--- config.mk ---
export PLATFORM = sky130hd
export DESIGN_NAME = raycast_wall_column_projector_core
export DESIGN_NICKNAME = d
export VERILOG_FILES = /design/src/rtl/rcwp_pkg.sv /design/src/rtl/raycast_wall_column_projector_core.sv
export SDC_FILE = /design/constraint.sdc
export NUM_CORES = 1
export LEC_CHECK = 0
export ABC_CLOCK_PERIOD_IN_PS = 5300
export BUFFER_PORTS_ARGS = -buffer_cell sky130_fd_sc_hd__buf_2
export CAP_MARGIN = 20
export CELL_PAD_IN_SITES_DETAIL_PLACEMENT = 0
export CELL_PAD_IN_SITES_GLOBAL_PLACEMENT = 1
export CORE_UTILIZATION = 49
export CTS_CLUSTER_DIAMETER = 50
export CTS_CLUSTER_SIZE = 30
export DETAILED_ROUTE_END_ITERATION = 10
export HOLD_SLACK_MARGIN = 0.08
export PLACE_DENSITY = 0.86
export SYNTH_ARGS = -nofsm -noshare
export SYNTH_HDL_FRONTEND = slang
export SYNTH_SLANG_ARGS = --single-unit
export TNS_END_PERCENT = 100
--- constraint.sdc ---
create_clock -name clk -period 5.3 [get_ports clk]
set_input_delay 0.265 -clock clk [delete_from_list [all_inputs] [get_ports clk]]
set_output_delay 0.265 -clock clk [all_outputs]
set_load 0.02 [all_outputs]
--- src/rtl/rcwp_pkg.sv ---
// Shared constants for the raycast wall column projector.
// Holds register reset values, register indexes and default parameters.
// No dependencies.
`timescale 1ns / 1ps
`default_nettype none

package rcwp_pkg;

	// Default parameter values for the top level.
	localparam int RAY_COUNT_DEFAULT   = 128;
	localparam int SHADE_STEPS_DEFAULT = 4;

	// Field widths.
	localparam int ROWS_W    = 10;
	localparam int SCALE_W   = 24;
	localparam int DIST_W    = 16;
	localparam int COLOUR_W  = 32;
	localparam int RAY_W     = 8;
	localparam int CFG_IDX_W = 3;
	localparam int CFG_DAT_W = 32;

	// Register reset values.
	localparam logic [ROWS_W-1:0]  ROWS_RESET  = 10'd480;
	localparam logic [SCALE_W-1:0] SCALE_RESET = 24'd106906;

	// Configuration register indexes.
	localparam logic [CFG_IDX_W-1:0] REG_SCREEN_ROWS = 3'd0;
	localparam logic [CFG_IDX_W-1:0] REG_WALL_SCALE  = 3'd1;
	localparam logic [CFG_IDX_W-1:0] REG_SHADE_0     = 3'd2;
	localparam logic [CFG_IDX_W-1:0] REG_SHADE_1     = 3'd3;
	localparam logic [CFG_IDX_W-1:0] REG_SHADE_2     = 3'd4;
	localparam logic [CFG_IDX_W-1:0] REG_SHADE_3     = 3'd5;

endpackage

`default_nettype wire

--- src/rtl/raycast_wall_column_projector_core.sv ---
// Raycast wall column projector: per-ray wall rows, shading and nearest-ray tracking.
// Depends on rcwp_pkg for widths, register indexes and reset values.
`timescale 1ns / 1ps
`default_nettype none

// Usage:
// One request on the input channel carries one ray's wall distance (unsigned
// Q8.8) and a flag for the last ray of the frame. Each request yields exactly
// one result with the wall's top and bottom rows, the band colour and, on the
// last ray, the index and top row of the frame's closest ray.
// The configuration channel (cfg_valid/cfg_ready, cfg_index, cfg_data) is
// always ready; write it only while no request is in flight.
// Sequence: the request is taken in the idle state, the serial restoring
// divider (one quotient bit per cycle, wall_scale over wall_distance) runs in
// the divide state, and the result is formed in the finish state. The block
// takes no new request until it is through with the last one; in_stall is
// high from the accepting edge until the result has been formed.
// The result sits in an output register, so the block accepts the next
// request while a result is stalled; it waits in its final cycle only when
// the previous result is still held.
// Reset clears the registers to their defaults, the frame tracking and the
// output valid flag; no request is in flight afterwards.
module raycast_wall_column_projector_core #(
	parameter int RAY_COUNT   = rcwp_pkg::RAY_COUNT_DEFAULT,
	parameter int SHADE_STEPS = rcwp_pkg::SHADE_STEPS_DEFAULT
) (
	input  wire logic                            clk,
	input  wire logic                            arst_n,
	// Configuration write channel.
	input  wire logic                            cfg_valid,
	output logic                                 cfg_ready,
	input  wire logic [rcwp_pkg::CFG_IDX_W-1:0]  cfg_index,
	input  wire logic [rcwp_pkg::CFG_DAT_W-1:0]  cfg_data,
	// Ray input channel.
	input  wire logic                            in_valid,
	output logic                                 in_stall,
	input  wire logic [rcwp_pkg::DIST_W-1:0]     wall_distance,
	input  wire logic                            last_ray,
	// Result channel.
	output logic                                 out_valid,
	input  wire logic                            out_stall,
	output logic [rcwp_pkg::ROWS_W-1:0]          top_row,
	output logic [rcwp_pkg::ROWS_W-1:0]          bottom_row,
	output logic [rcwp_pkg::COLOUR_W-1:0]        wall_colour,
	output logic [rcwp_pkg::RAY_W-1:0]           nearest_ray,
	output logic [rcwp_pkg::ROWS_W-1:0]          nearest_top_row,
	output logic                                 frame_done
);

	import rcwp_pkg::*;

	// Last ray index that the position counter may reach.
	localparam int RAY_LAST_INT = (RAY_COUNT > 256) ? 255 : RAY_COUNT - 1;
	localparam logic [RAY_W-1:0] RAY_LIMIT = RAY_LAST_INT[RAY_W-1:0];
	// Number of shading bands, held to the range one to four.
	localparam int SHADE_INT = (SHADE_STEPS < 1) ? 1 : ((SHADE_STEPS > 4) ? 4 : SHADE_STEPS);
	localparam logic [2:0] SHADE_LEVELS = SHADE_INT[2:0];
	localparam logic [1:0] SHADE_MAX    = 2'(SHADE_INT - 1);
	// Divider iteration count.
	localparam int DIV_STEPS = SCALE_W;
	localparam int CNT_W     = $clog2(DIV_STEPS);
	localparam logic [CNT_W-1:0] CNT_LAST = CNT_W'(DIV_STEPS - 1);
	localparam int PROD_W = DIST_W + 2;
	localparam int HALF_W = ROWS_W - 1;

	typedef enum logic [1:0] {
		ST_IDLE,
		ST_DIVIDE,
		ST_FINISH
	} state_t;

	state_t                  state_q;

	// Configuration registers.
	logic [ROWS_W-1:0]       rows_q;
	logic [SCALE_W-1:0]      scale_q;
	logic [COLOUR_W-1:0]     shade_q [4];

	// Current request and divider state.
	logic [DIST_W-1:0]       dist_q;
	logic                    last_q;
	logic [SCALE_W-1:0]      quo_q;
	logic [DIST_W-1:0]       rem_q;
	logic [CNT_W-1:0]        count_q;

	// Frame tracking.
	logic [RAY_W-1:0]        ray_pos_q;
	logic [DIST_W-1:0]       best_dist_q;
	logic [RAY_W-1:0]        best_ray_q;
	logic [ROWS_W-1:0]       best_top_q;

	// Output register.
	logic                    out_valid_q;
	logic [ROWS_W-1:0]       top_q;
	logic [ROWS_W-1:0]       bottom_q;
	logic [COLOUR_W-1:0]     colour_q;
	logic [RAY_W-1:0]        near_ray_q;
	logic [ROWS_W-1:0]       near_top_q;
	logic                    done_q;

	// Combinational values.
	logic [DIST_W:0]         trial;
	logic                    fits;
	logic [DIST_W-1:0]       rem_next;
	logic [HALF_W-1:0]       half;
	logic [ROWS_W-1:0]       top_calc;
	logic [ROWS_W-1:0]       bottom_calc;
	logic [PROD_W-1:0]       band_prod;
	logic [7:0]              band_coarse;
	logic [1:0]              band_raw;
	logic [1:0]              band;
	logic                    take_best;
	logic [RAY_W-1:0]        new_best_ray;
	logic [ROWS_W-1:0]       new_best_top;
	logic                    out_free;

	assign cfg_ready       = 1'b1;
	assign in_stall        = (state_q != ST_IDLE);
	assign out_valid       = out_valid_q;
	assign top_row         = top_q;
	assign bottom_row      = bottom_q;
	assign wall_colour     = colour_q;
	assign nearest_ray     = near_ray_q;
	assign nearest_top_row = near_top_q;
	assign frame_done      = done_q;
	assign out_free        = !out_valid_q || !out_stall;

	// One restoring divide step: shift in the next dividend bit and try the subtract.
	always_comb begin
		trial    = {rem_q, quo_q[SCALE_W-1]};
		fits     = (trial >= {1'b0, dist_q});
		rem_next = fits ? DIST_W'(trial - {1'b0, dist_q}) : trial[DIST_W-1:0];
	end

	// Wall rows from the finished quotient, clamped at row zero.
	always_comb begin
		half = rows_q[ROWS_W-1:1];
		if (dist_q == '0 || (|quo_q[SCALE_W-1:HALF_W]) || quo_q[HALF_W-1:0] >= half) begin
			top_calc = '0;
		end else begin
			top_calc = {1'b0, half - quo_q[HALF_W-1:0]};
		end
		bottom_calc = rows_q - top_calc;
	end

	// Shading band: the product over 3072 is the product over 1024, then over three.
	always_comb begin
		band_prod   = PROD_W'(SHADE_LEVELS) * PROD_W'(dist_q);
		band_coarse = band_prod[PROD_W-1:10];
		if (band_coarse < 8'd3) begin
			band_raw = 2'd0;
		end else if (band_coarse < 8'd6) begin
			band_raw = 2'd1;
		end else if (band_coarse < 8'd9) begin
			band_raw = 2'd2;
		end else begin
			band_raw = 2'd3;
		end
		band = (band_raw > SHADE_MAX) ? SHADE_MAX : band_raw;
	end

	// The first ray of a frame always wins; later rays must be strictly closer.
	always_comb begin
		take_best    = (ray_pos_q == '0) || (dist_q < best_dist_q);
		new_best_ray = take_best ? ray_pos_q : best_ray_q;
		new_best_top = take_best ? top_calc : best_top_q;
	end

	// Sequencer, configuration, tracking and output registers.
	always_ff @(posedge clk or negedge arst_n) begin
		if (!arst_n) begin
			state_q     <= ST_IDLE;
			rows_q      <= ROWS_RESET;
			scale_q     <= SCALE_RESET;
			shade_q[0]  <= '0;
			shade_q[1]  <= '0;
			shade_q[2]  <= '0;
			shade_q[3]  <= '0;
			ray_pos_q   <= '0;
			best_dist_q <= '1;
			best_ray_q  <= '0;
			best_top_q  <= '0;
			out_valid_q <= 1'b0;
			count_q     <= '0;
		end else begin
			// Register writes; unknown indexes are dropped.
			if (cfg_valid) begin
				case (cfg_index)
					REG_SCREEN_ROWS: rows_q     <= cfg_data[ROWS_W-1:0];
					REG_WALL_SCALE:  scale_q    <= cfg_data[SCALE_W-1:0];
					REG_SHADE_0:     shade_q[0] <= cfg_data;
					REG_SHADE_1:     shade_q[1] <= cfg_data;
					REG_SHADE_2:     shade_q[2] <= cfg_data;
					REG_SHADE_3:     shade_q[3] <= cfg_data;
					default: ;
				endcase
			end

			// The result flag is set when a column is formed and cleared once it is taken.
			if (state_q == ST_FINISH && out_free) begin
				out_valid_q <= 1'b1;
			end else if (!out_stall) begin
				out_valid_q <= 1'b0;
			end

			case (state_q)
				ST_IDLE: begin
					if (in_valid) begin
						dist_q  <= wall_distance;
						last_q  <= last_ray;
						quo_q   <= scale_q;
						rem_q   <= '0;
						count_q <= '0;
						state_q <= ST_DIVIDE;
					end
				end
				ST_DIVIDE: begin
					quo_q   <= {quo_q[SCALE_W-2:0], fits};
					rem_q   <= rem_next;
					count_q <= count_q + 1'b1;
					if (count_q == CNT_LAST) begin
						state_q <= ST_FINISH;
					end
				end
				ST_FINISH: begin
					if (out_free) begin
						top_q       <= top_calc;
						bottom_q    <= bottom_calc;
						colour_q    <= shade_q[band];
						if (last_q) begin
							near_ray_q  <= new_best_ray;
							near_top_q  <= new_best_top;
							done_q      <= 1'b1;
							ray_pos_q   <= '0;
							best_dist_q <= '1;
							best_ray_q  <= '0;
							best_top_q  <= '0;
						end else begin
							near_ray_q <= '0;
							near_top_q <= '0;
							done_q     <= 1'b0;
							if (take_best) begin
								best_dist_q <= dist_q;
							end
							best_ray_q <= new_best_ray;
							best_top_q <= new_best_top;
							if (ray_pos_q < RAY_LIMIT) begin
								ray_pos_q <= ray_pos_q + 1'b1;
							end
						end
						state_q <= ST_IDLE;
					end
				end
				default: state_q <= ST_IDLE;
			endcase
		end
	end

`ifndef SYNTHESIS
	// A taken request keeps the input stalled while the divider runs.
	a_busy_after_accept: assert property (@(posedge clk) disable iff (!arst_n)
		(in_valid && !in_stall) |=> in_stall)
		else $error("input taken again right after a request");

	// The divider never runs past its last quotient bit.
	a_count_bounded: assert property (@(posedge clk) disable iff (!arst_n)
		(state_q == ST_DIVIDE) |-> (count_q <= CNT_LAST))
		else $error("divider step count out of range");

	// Top and bottom rows always add up to the screen height.
	a_rows_sum: assert property (@(posedge clk) disable iff (!arst_n)
		out_valid |-> (ROWS_W'(top_row + bottom_row) == rows_q))
		else $error("top and bottom rows do not span the screen");

	// Nearest-ray fields are zero except on the frame's last result.
	a_nearest_zero: assert property (@(posedge clk) disable iff (!arst_n)
		(out_valid && !frame_done) |-> (nearest_ray == '0 && nearest_top_row == '0))
		else $error("nearest-ray fields set outside frame end");

	// A new result is only loaded when the output register is free.
	a_no_overwrite: assert property (@(posedge clk) disable iff (!arst_n)
		(out_valid && out_stall) |=> $stable(top_q) && $stable(colour_q))
		else $error("stalled result overwritten");
`endif

endmodule

`default_nettype wire

==> metrics.yaml, run 1 <==
timing:
  slew_violations: 0
  fmax_ghz: 0.2581
  setup_viol: 0
  fin_crit_ns: 3.874
  fin_worst_skew_ns: 0.02993
  finalHoldViolCount: 0
  max-slew-margin-rel_pct: 35.39
  rsz0062_at_grt: "no"
  worst_slew_pin_slew_ns: 0.9692
  fin_hold_ws_ns: 0.09724
  tns_ns: 0
  period_share_pct: 73.09
critical_path:
  cp_top_family: "compound AO/OA/AOI/OAI gates"
  cp_slowest_cell: "dfrtp_1"
  startpoint_type: "flop"
  worstPathMaxFanout: 8
  cpPeakStageDelay_ns: 0.41
  critPathArrivalTime_ns: 4.13
  critPathBufInv: 0
  cp.required_ns: 5.55
  crit_chain: "ha_1, nand2_1, o21bai_1, a21boi_0, o221a_2, nor2b_1, ha_1, fa_1, nor2b_1, o21ai_0, nand2b_1, a21o_1, a21oi_1, o21ai_0, xor2_1"
  path_class: "flop to flop"
  end_kind: "flop"
  r2r_setup_slack_ns: 1.43
detailed_routing:
  viasPerCell: 5.704
  drt-total-wl_mm: 35.77
  vias: 10924
  first_iter_violations: 613
  drc: 0
  routedWlPerCell_um: 18.68
  ant_nets: 0
  dr.pass1.iters: 5
place:
  place.gp.congestion: 0.8512
  placedInstanceArea_um2: 16960
  numPortBuffers: 128
  dp.cells: 1804
  dp_hpwl_mm: 22.87
power_and_ir_drop:
  total_leakage_power_nw: 8.017
  powerDensity_nw_per_um2: 453.8
  ir_worst_vdd_mv: 0.2886
cells_and_area:
  fin_nets: 1598
  seq_area_um2: 9154
  fin_area_um2: 18730
  layout_commonest_cell: "dfrtp_1"
  mostFrequentLayoutCells: "dfrtp_1, nand2_1, mux2_2"
  drive_gt1_share_pct: 28.09
  antennaDiodeCount: 0
  filler_cell_count: 2551
  multi_input_area_um2: 6232
  final_util_pct: 59.07
  final_cells: 1915
  area_growth_pct: 18.03
die:
  die-area_um2: 33120
  core_um2: 31720
  start_util_pct: 50.04
  fp-row-count: 65
  dieWidth_um: 182.0
  pin_count: 131
  die_y_um: 182.0
yosys:
  syn_area_um2: 15870
  yosysWarningCount: 0
  synth-async-reset-ratio_pct: 62.54
  yosysUniqueCellTypes: 73
  ys.flop_type: "dfrtp_1"
  synth_edf_count: 127
  synth_seq_cells: 339
  yosysSeqAreaShare_pct: 57.67
  syn-num-nets: 1430
  syn-mean-instance-area_um2: 12.04
  synthCells: 1318
clocking:
  numCtsBuffers: 35
  cts_hold_buffers: 45
  root_buffer: "clkbuf_16"
  cts_setup_buffers: 0
  cts_tree: "yes"
  clock_latency_ns: 0.53
  post_cts_resized: 0
  htreeDepth: 2
  cts.sinks: 339
  clk_pin_slew_ns: 0.07
  clock_path_buffers: 3
run_status:
  status: "completed"
global_routing:
  grt_max_degree: 81
  grt_pass1_wl_mm: 58.55
  grt_pass1_vias: 10975
  antenna_found_initial: 0
  grt-ovfl-total: 0
  grt_use_total_pct: 22.11
run:
  max-cap-violations: 0
worst_hold_path:
  min_path_type: "input pin to flop"
-- cell type report --
cell class | count | area share, %
Sequential cell | 339 | 48.86
Multi-Input combinational cell | 849 | 33.27
Timing Repair Buffer | 196 | 7.026
Clock buffer | 38 | 4.962
Tap cell | 402 | 2.685
Clock inverter | 26 | 1.897
Inverter | 65 | 1.302
-- logic make-up (layout without fill, tap and decap cells) --
| logic type | count (synthesis) | in the layout | synth area share [%] |
|---|---|---|---|
| AND/OR/NAND/NOR | 344 | 344 | 9.948 |
| flip-flops | 339 | 339 | 57.67 |
| AO/OA/AOI/OAI | 243 | 243 | 10.41 |
| multiplexers | 180 | 180 | 12.60 |
| buffers and inverters | 130 | 325 | 3.468 |
| adder cells (fa/ha/maj) | 55 | 55 | 4.477 |
| XOR/XNOR | 25 | 25 | 1.379 |
| other | 2 | 2 | 0.04731 |
-- cell usage after synthesis (all sizes together), types with 3 or more instances --
library cell	number	share of area [%]
dfstp	28	4.6
nand3	26	0.85
and3	7	0.28
a211oi	4	0.19
inv	64	1.5
buf	17	0.80
a21boi	4	0.21
nor4b	3	0.17
dfrtp	184	29
o22ai	33	1.3
xnor2	12	0.66
o22a	16	0.88
a31oi	37	1.5
nor4	9	0.39
mux2	159	11
a22oi	4	0.19
or3	4	0.16
xor2	13	0.72
a32oi	4	0.22
nand2	174	4.1
o41ai	5	0.37
and2	3	0.12
nor2b	12	0.47
nor2	57	1.3
nand4	8	0.32
ha	52	4.1
edfxtp	127	24
o21ai	47	1.5
mux2i	21	1.3
nor3	15	0.47
o21bai	6	0.28
o21a	6	0.28
o311ai	12	0.66
or2	5	0.20
a21o	11	0.52
fa	3	0.38
clkbuf	48	1.1
nand2b	9	0.40
a21oi	33	1.1
-- through the flow --
stage                     setup WS (ns)  total power, W
after floorplan                  0.6499        0.005254
after global placement            1.582        0.005701
after detailed placement          1.453        0.005803
after CTS                         1.449        0.008543
after global routing              1.132        0.008982
final                             1.426        0.008502
-- state kept, by name, summed over array words and instances (netlist names) --
| signal | flops |
|---|---|
| bottom_row | 10 |
| nearest_ray | 8 |
| dist_q | 16 |
| ray_pos_q | 8 |
| count_q | 5 |
| out_valid | 1 |
| shade_q | 128 |
| last_q | 1 |
| best_dist_q | 16 |
| top_row | 9 |
| rows_q | 10 |
| wall_colour | 32 |
| best_ray_q | 8 |
| frame_done | 1 |
| state_q | 2 |
| nearest_top_row | 10 |
| quo_q | 24 |
| best_top_q | 10 |
| scale_q | 24 |
| rem_q | 16 |
-- worst register-to-register path: stages, from the launching register on --
cell	delay, ns
dfrtp_1	0.41
ha_1	0.39
nand2_1	0.10
o21bai_1	0.16
a21boi_0	0.41
o221a_2	0.39
nor2b_1	0.29
ha_1	0.26
fa_1	0.23
nor2b_1	0.06
o21ai_0	0.14
nand2b_1	0.10
a21o_1	0.18
a21oi_1	0.21
o21ai_0	0.14
xor2_1	0.15
-- report_power, final --
part	total (W)	switching [W]	internal [W]
Combinational	0.00213	0.00114	0.000985
Sequential	0.00368	0.000300	0.00338
Clock	0.00270	0.00116	0.00154
Total	0.00850	0.00260	0.00590
-- routing by layer --
metal  GRT usage (%)  up-vias  wire, um
met2           36.66      263     17130
met5               0        -         0
met4           5.748        0       661
li1                -     5135         -
met1           30.28     5480     16260
met3           3.630       46      1711
-- path summary, 6_finish.rpt --
check	depth (start not counted)	to	from
worst max register to register	15	bottom_row[8]	rows_q[4]
max in group asynchronous	3	shade_q[79]	arst_n
min in group asynchronous	2	best_ray_q[6]	arst_n
worst min-delay path	2	shade_q[8]	cfg_data[8]
worst max-delay path	15	bottom_row[8]	rows_q[4]
worst min register to register	1	shade_q[26]	shade_q[26]
Power figures use the tool's default switching activity.
==> run 2, diff against run 1 <==
Settings changed: ABC_CLOCK_PERIOD_IN_PS 5300 to 3830.
Clock period 5.3 ns to 3.83 ns, I/O delays scaled along.
==> run 2 against run 1 <==
Effect of this change:
- clock power increased by 34%
- design area increased by 0.45%
- maximum frequency up 8.4%
- critical path type unchanged
- die area unchanged
- largest cell class unchanged
- largest power group unchanged
- register-to-register slack got worse by 1.2 ns
==> metrics.yaml, run 2 (synthesis results as in run 1) <==
run_status:
  status: "completed"
cells_and_area:
  mostFrequentLayoutCells: "dfrtp_1, nand2_1, mux2_2"
  drive_gt1_share_pct: 28.45  # +0.36 points
  final_cells: 1931  # +0.84%
  regMostFlops: "shade_q"
  antennaDiodeCount: 0  # unchanged
  largest_register_ffs: 128  # unchanged
  layout_commonest_cell: "dfrtp_1"
  final_util_pct: 59.33  # +0.27 points
  area_growth_pct: 18.56
  fin_nets: 1614  # +1.0%
die:
  fp-row-count: 65  # unchanged
  core_um2: 31720  # unchanged
  dieWidth_um: 182.0  # unchanged
  die-area_um2: 33120  # unchanged
  pin_count: 131  # unchanged
  die_y_um: 182.0  # unchanged
  start_util_pct: 50.04  # unchanged
detailed_routing:
  drt-total-wl_mm: 35.90  # +0.36%
  wl_met1_mm: 16.73  # +2.9%
  highest_layer: "met4"
  wl_met2_mm: 16.76  # -2.2%
  routedWlPerCell_um: 18.59  # -0.47%
  drc: 0  # unchanged
  vias: 11000  # +0.70%
  first_iter_violations: 689  # +12%
  ant_nets: 0  # unchanged
  wl_met3_mm: 1.628  # -4.9%
  dr.pass1.iters: 5  # unchanged
  viasPerCell: 5.697  # -0.14%
clocking:
  root_buffer: "clkbuf_16"
  htreeDepth: 2  # unchanged
  cts.sinks: 339  # unchanged
  clock_latency_ns: 0.53  # about the same
  cts_tree: "yes"
  numCtsBuffers: 36  # +2.9%
  clock_path_buffers: 3  # unchanged
  clk_pin_slew_ns: 0.07  # about the same
  cts_setup_buffers: 0  # unchanged
timing:
  setup_viol: 0  # unchanged
  period_share_pct: 93.28  # +20 points
  fmax_ghz: 0.2799  # +8.4%
  fin_crit_ns: 3.573  # -0.3011 ns
  max-slew-margin-rel_pct: 34.84  # -0.55 points
  worst_slew_pin_slew_ns: 0.9759  # +0.006740 ns
  tns_ns: 0  # unchanged
  slew_violations: 0  # unchanged
  fin_ws_ns: 0.2572  # -1.169 ns
  finalHoldViolCount: 0  # unchanged
  fin_worst_skew_ns: 0.02831  # -0.001618 ns
  rsz0062_at_grt: "no"
critical_path:
  startpoint_type: "flop"
  cp.required_ns: 4.09  # -1.46 ns
  r2r-start: "rows_q[7]"
  cpPeakStageDelay_ns: 0.56  # +0.15 ns
  crit_chain: "ha_1, a21oi_2, nor2b_1, or4_1, o221a_4, nor2b_1, ha_1, fa_1, nor2b_1, o21ai_0, nand2b_1, a21o_1, a21oi_1, o21ai_1, xor2_1"
  end_kind: "flop"
  ff2ff_path_depth: 15  # unchanged
  cp_common_cell: "nor2b_1"
  critPathBufInv: 0  # unchanged
  cp_top_family: "adder cells"
  reg2reg_to: "bottom_row[8]"
  cp_slowest_cell: "dfstp_2"
  path_class: "flop to flop"
  r2r_setup_slack_ns: 0.26  # -1.17 ns
  critPathArrivalTime_ns: 3.83  # -0.30 ns
  worstPathMaxFanout: 8  # unchanged
global_routing:
  grt_use_total_pct: 22.13  # about the same
  grt-ovfl-total: 0  # unchanged
  grt_pass1_wl_mm: 58.50  # about the same
  grt_pass1_vias: 11160  # +1.7%
  grt_max_degree: 155  # +91%
  antenna_found_initial: 0  # unchanged
power_and_ir_drop:
  total_power_w: 0.01173  # +38%
  ir_worst_vdd_mv: 0.3715  # +29%
  powerDensity_nw_per_um2: 623.5  # +37%
  total_leakage_power_nw: 8.053  # +0.45%
run:
  max-cap-violations: 0  # unchanged
place:
  dp.cells: 1815  # +0.61%
  numPortBuffers: 128  # unchanged
  place_ws_ns: 0.1848  # -1.268 ns
  place.gp.congestion: 0.8690  # +2.1%
  dp_hpwl_mm: 23.25  # +1.6%
worst_hold_path:
  min_path_type: "input pin to asynchronous set/reset pin"
==> run 2: changes by cell type in the layout (fill, tap and decap cells not counted), sizes merged <==
cell         change
buf              +9
dlygate4sd3      +6
clkinvlp         +4
inv              -4
clkinv           +1
==> run 2: repair_timing <==
action | 4_1_cts | 5_1_grt
hold buffers | 51 | 0
endpoints found under the setup margin | 0 | 2
endpoints found under the hold margin | 239 | 0
gates resized for setup | 0 | 6
==> run 2: how the worst max path moves through the flow <==
| stage | slack (ns) | end | from | cells past startpoint |
|---|---|---|---|---|
| final | 0.26 | bottom_row[8] | rows_q[7] | 15 |
| after global routing | 0.04 | bottom_row[8] | rows_q[7] | 15 |
| after CTS | 0.13 | bottom_row[8] | rows_q[7] | 15 |
| after detailed placement | 0.18 | bottom_row[8] | rows_q[7] | 15 |
| after global placement | 0.24 | bottom_row[8] | rows_q[7] | 15 |
| after floorplan | 0.36 | bottom_row[0] | state_q[0] | 5 |
==> run 2: routing by layer <==
metal	vias up	GRT usage (%)
met5	-	0
met3	58	3.490
met4	0	6.185
met2	275	36.29
li1	5168	-
met1	5499	30.60
==> run 2: stage by stage <==
| step | area [um2] | hold WS, ns |
|---|---|---|
| floorplan | 15880 | -0.1041 |
| global placement | 17040 | 0.2043 |
| detailed placement | 17040 | 0.2030 |
| CTS | 18800 | 0.1948 |
| global route | 18820 | 0.2391 |
| finish | 18820 | 0.2063 |
==> run 2: report_power, final <==
group	switching (W)	leakage (nW)	internal [W]
clock network	0.00156	0.598	0.00207
registers	0.000404	3.70	0.00467
logic	0.00162	3.75	0.00140
total	0.00358	8.05	0.00815
==> run 2: cell type report <==
| class | instances | area, um2 |
|---|---|---|
| Inverter | 65 | 244.0 |
| Timing Repair Buffer | 211 | 1425 |
| Multi-Input combinational cell | 849 | 6248 |
| Fill cell | 2608 | 12900 |
| Sequential cell | 339 | 9154 |
| Tap cell | 402 | 503.0 |
| Clock inverter | 27 | 336.6 |
| Clock buffer | 38 | 908.4 |
==> run 3, diff against run 2 <==
Settings changed: ABC_CLOCK_PERIOD_IN_PS 3830 to 3550, CORE_ASPECT_RATIO set to 0.75.
Clock period 3.83 ns to 3.55 ns, I/O delays scaled along.
==> run 3 against run 2 <==
Effect of this change:
- die area about the same
- design area increased by 0.19%
- non-clock buffer count increased by 16
- worst hold slack got worse by 0.014 ns
- maximum frequency increased by 4.6%
- cell count increased by 0.83%
- combinational power increased by 7.6%
- global-route usage increased by 0.45 points
- clock power about the same
- power increased by 5.7%
- first-iteration DRC count decreased by 4.4%
- critical path type unchanged
==> metrics.yaml, run 3 (synthesis results as in run 1) <==
detailed_routing:
  ant_nets: 0  # unchanged
  routedWlPerCell_um: 18.58  # about the same
  first_iter_violations: 659  # -4.4%
  dr.pass1.iters: 5  # unchanged
  vias: 11018  # +0.16%
  viasPerCell: 5.659  # -0.66%
  drc: 0  # unchanged
  drt-total-wl_mm: 36.18  # +0.79%
cells_and_area:
  regMostFlops: "shade_q"
  area_growth_pct: 18.79
  largest_register_ffs: 128  # unchanged
  drive_gt1_share_pct: 29.27  # +0.82 points
  mostFrequentLayoutCells: "dfrtp_1, nand2_1, mux2_2"
  fin_nets: 1628  # +0.87%
  filler_cell_count: 2515  # -3.6%
  layout_commonest_cell: "dfrtp_1"
  antennaDiodeCount: 0  # unchanged
  final_cells: 1947  # +0.83%
  fin_area_um2: 18860  # +0.19%
  seq_area_um2: 9154  # unchanged
  multi_input_area_um2: 6255  # +0.10%
run:
  max-cap-violations: 0  # unchanged
place:
  placedInstanceArea_um2: 17160  # +0.69%
  place_ws_ns: 0.01150  # -0.1733 ns
  numPortBuffers: 128  # unchanged
  place.gp.congestion: 0.8545  # -1.7%
  dp_hpwl_mm: 23.57  # +1.4%
  dp.cells: 1834  # +1.0%
die:
  core_um2: 31530  # -0.59%
  fp-row-count: 56  # -14%
  pin_count: 131  # unchanged
  die-area_um2: 33130  # about the same
  start_util_pct: 50.34  # +0.30 points
  die_y_um: 157.9  # -13%
  dieWidth_um: 209.8  # +15%
clocking:
  cts_tree: "yes"
  clock_latency_ns: 0.54  # about the same
  numCtsBuffers: 34  # -5.6%
  cts.sinks: 339  # unchanged
  htreeDepth: 2  # unchanged
  cts_setup_buffers: 0  # unchanged
  clock_path_buffers: 3  # unchanged
  clk_pin_slew_ns: 0.07  # about the same
  root_buffer: "clkbuf_16"
power_and_ir_drop:
  power.switching_w: 0.003903  # +8.9%
  p_comb_share_pct: 26.3  # +0.5 points
  powerDensity_nw_per_um2: 657.7  # +5.5%
  p_int_w: 0.008498  # +4.3%
  total_leakage_power_nw: 8.087  # +0.42%
  ir_worst_vdd_mv: 0.4775  # +29%
  swShare_pct: 31.48  # +0.93 points
  power_frac_clock_pct: 29.5  # -1.4 points
  total_power_w: 0.01240  # +5.7%
  seq_power_share_pct: 44.1  # +0.8 points
global_routing:
  grt_max_degree: 167  # +7.7%
  grt_pass1_vias: 11021  # -1.2%
  antenna_found_initial: 0  # unchanged
  grt-ovfl-total: 0  # unchanged
  grt_use_total_pct: 22.58  # +0.45 points
  grt_pass1_wl_mm: 59.02  # +0.90%
timing:
  period_share_pct: 96.25  # +3.0 points
  fin_crit_ns: 3.417  # -0.1558 ns
  slew_violations: 0  # unchanged
  setup_viol: 0  # unchanged
  max-slew-margin-rel_pct: 31.05  # -3.8 points
  finalHoldViolCount: 0  # unchanged
  fin_worst_skew_ns: 0.02989  # +0.001580 ns
  fin_ws_ns: 0.1331  # -0.1242 ns
  worst_slew_pin_slew_ns: 1.034  # +0.05838 ns
  rsz0062_at_grt: "no"
  tns_ns: 0  # unchanged
  fmax_ghz: 0.2927  # +4.6%
worst_hold_path:
  min_path_type: "input pin to asynchronous set/reset pin"
critical_path:
  cp.required_ns: 3.83  # -0.26 ns
  worstPathMaxFanout: 4  # -4
  path_class: "flop to flop"
  startpoint_type: "flop"
  critPathArrivalTime_ns: 3.70  # -0.13 ns
  end_kind: "flop"
run_status:
  status: "completed"
[run 3: changes by cell type in the layout (fill, tap and decap cells not counted), moves of 2 or more]
cell / change
a21boi_0: -2
clkinv_2: -2
buf_4: +16
clkinv_4: -2
inv_8: +3
bufinv_16: -4
clkinv_8: +2
a21boi_1: +2
inv_6: +4
[run 3: path summary, 6_finish.rpt]
kind	start	endpoint	slack (ns)	depth (start not counted)
worst max-delay path	rows_q[7]	bottom_row[6]	0.13	15
worst min-delay path	arst_n	best_top_q[9]	0.19	2
worst max register to register	rows_q[7]	bottom_row[6]	0.13	15
worst min register to register	best_top_q[9]	best_top_q[9]	0.49	1
max in group asynchronous	arst_n	shade_q[87]	2.14	3
min in group clk	in_valid	count_q[3]	0.22	4
[run 3: through the flow]
step | util (%) | hold WS, ns
global placement | 54.42 | 0.1692
detailed placement | 54.42 | 0.1663
global route | 59.80 | 0.2341
finish | 59.80 | 0.1922
floorplan | - | -0.1181
CTS | 59.69 | 0.1998
[run 3: critical path, stage by stage, from the launching register on]
cell and delay, ns:
dfstp_2 0.54, ha_1 0.28, a21oi_2 0.15, nor2b_1 0.06, or4_1 0.41, o221a_4 0.26, nor2b_1 0.15, ha_1 0.22
fa_2 0.36, nor2b_1 0.12, o21ai_0 0.08, nand2b_1 0.11, a21o_1 0.12, a21oi_1 0.08, buf_4 0.15, xnor2_1 0.11
[run 3: metal layers]
metal  vias up  global-route usage [%]  routed length [um]
met5         -                       0                   0
met3        49                   3.630                1746
met4         0                   5.700                 632
met1      5504                   33.36               17840
li1       5204                       -                   -
met2       261                   34.80               15960
[run 3: repair_timing]
item                                    4_1_cts  5_1_grt
hold endpoints to repair                    227        0
endpoints found under the setup margin        2        4
resized for setup                             2        8
hold buffers                                 51        0
pin swaps                                     0        1
[run 3: final cells by class]
cell class	count	area share, %
Timing Repair Buffer	227	8.195
Sequential cell	339	48.55
Inverter	65	1.294
Clock inverter	24	1.360
Clock buffer	37	4.738
Multi-Input combinational cell	849	33.17
Tap cell	406	2.694
[run 3: power groups by stage]
stage	logic [W]	clock network, W	registers [W]
3_3_place_gp	0.00311	0	0.00549
3_5_place_dp	0.00318	0	0.00554
6_report	0.00326	0.00366	0.00547
2_1_floorplan	0.00243	0	0.00542
4_1_cts	0.00325	0.00374	0.00547
5_1_grt	0.00368	0.00390	0.00557
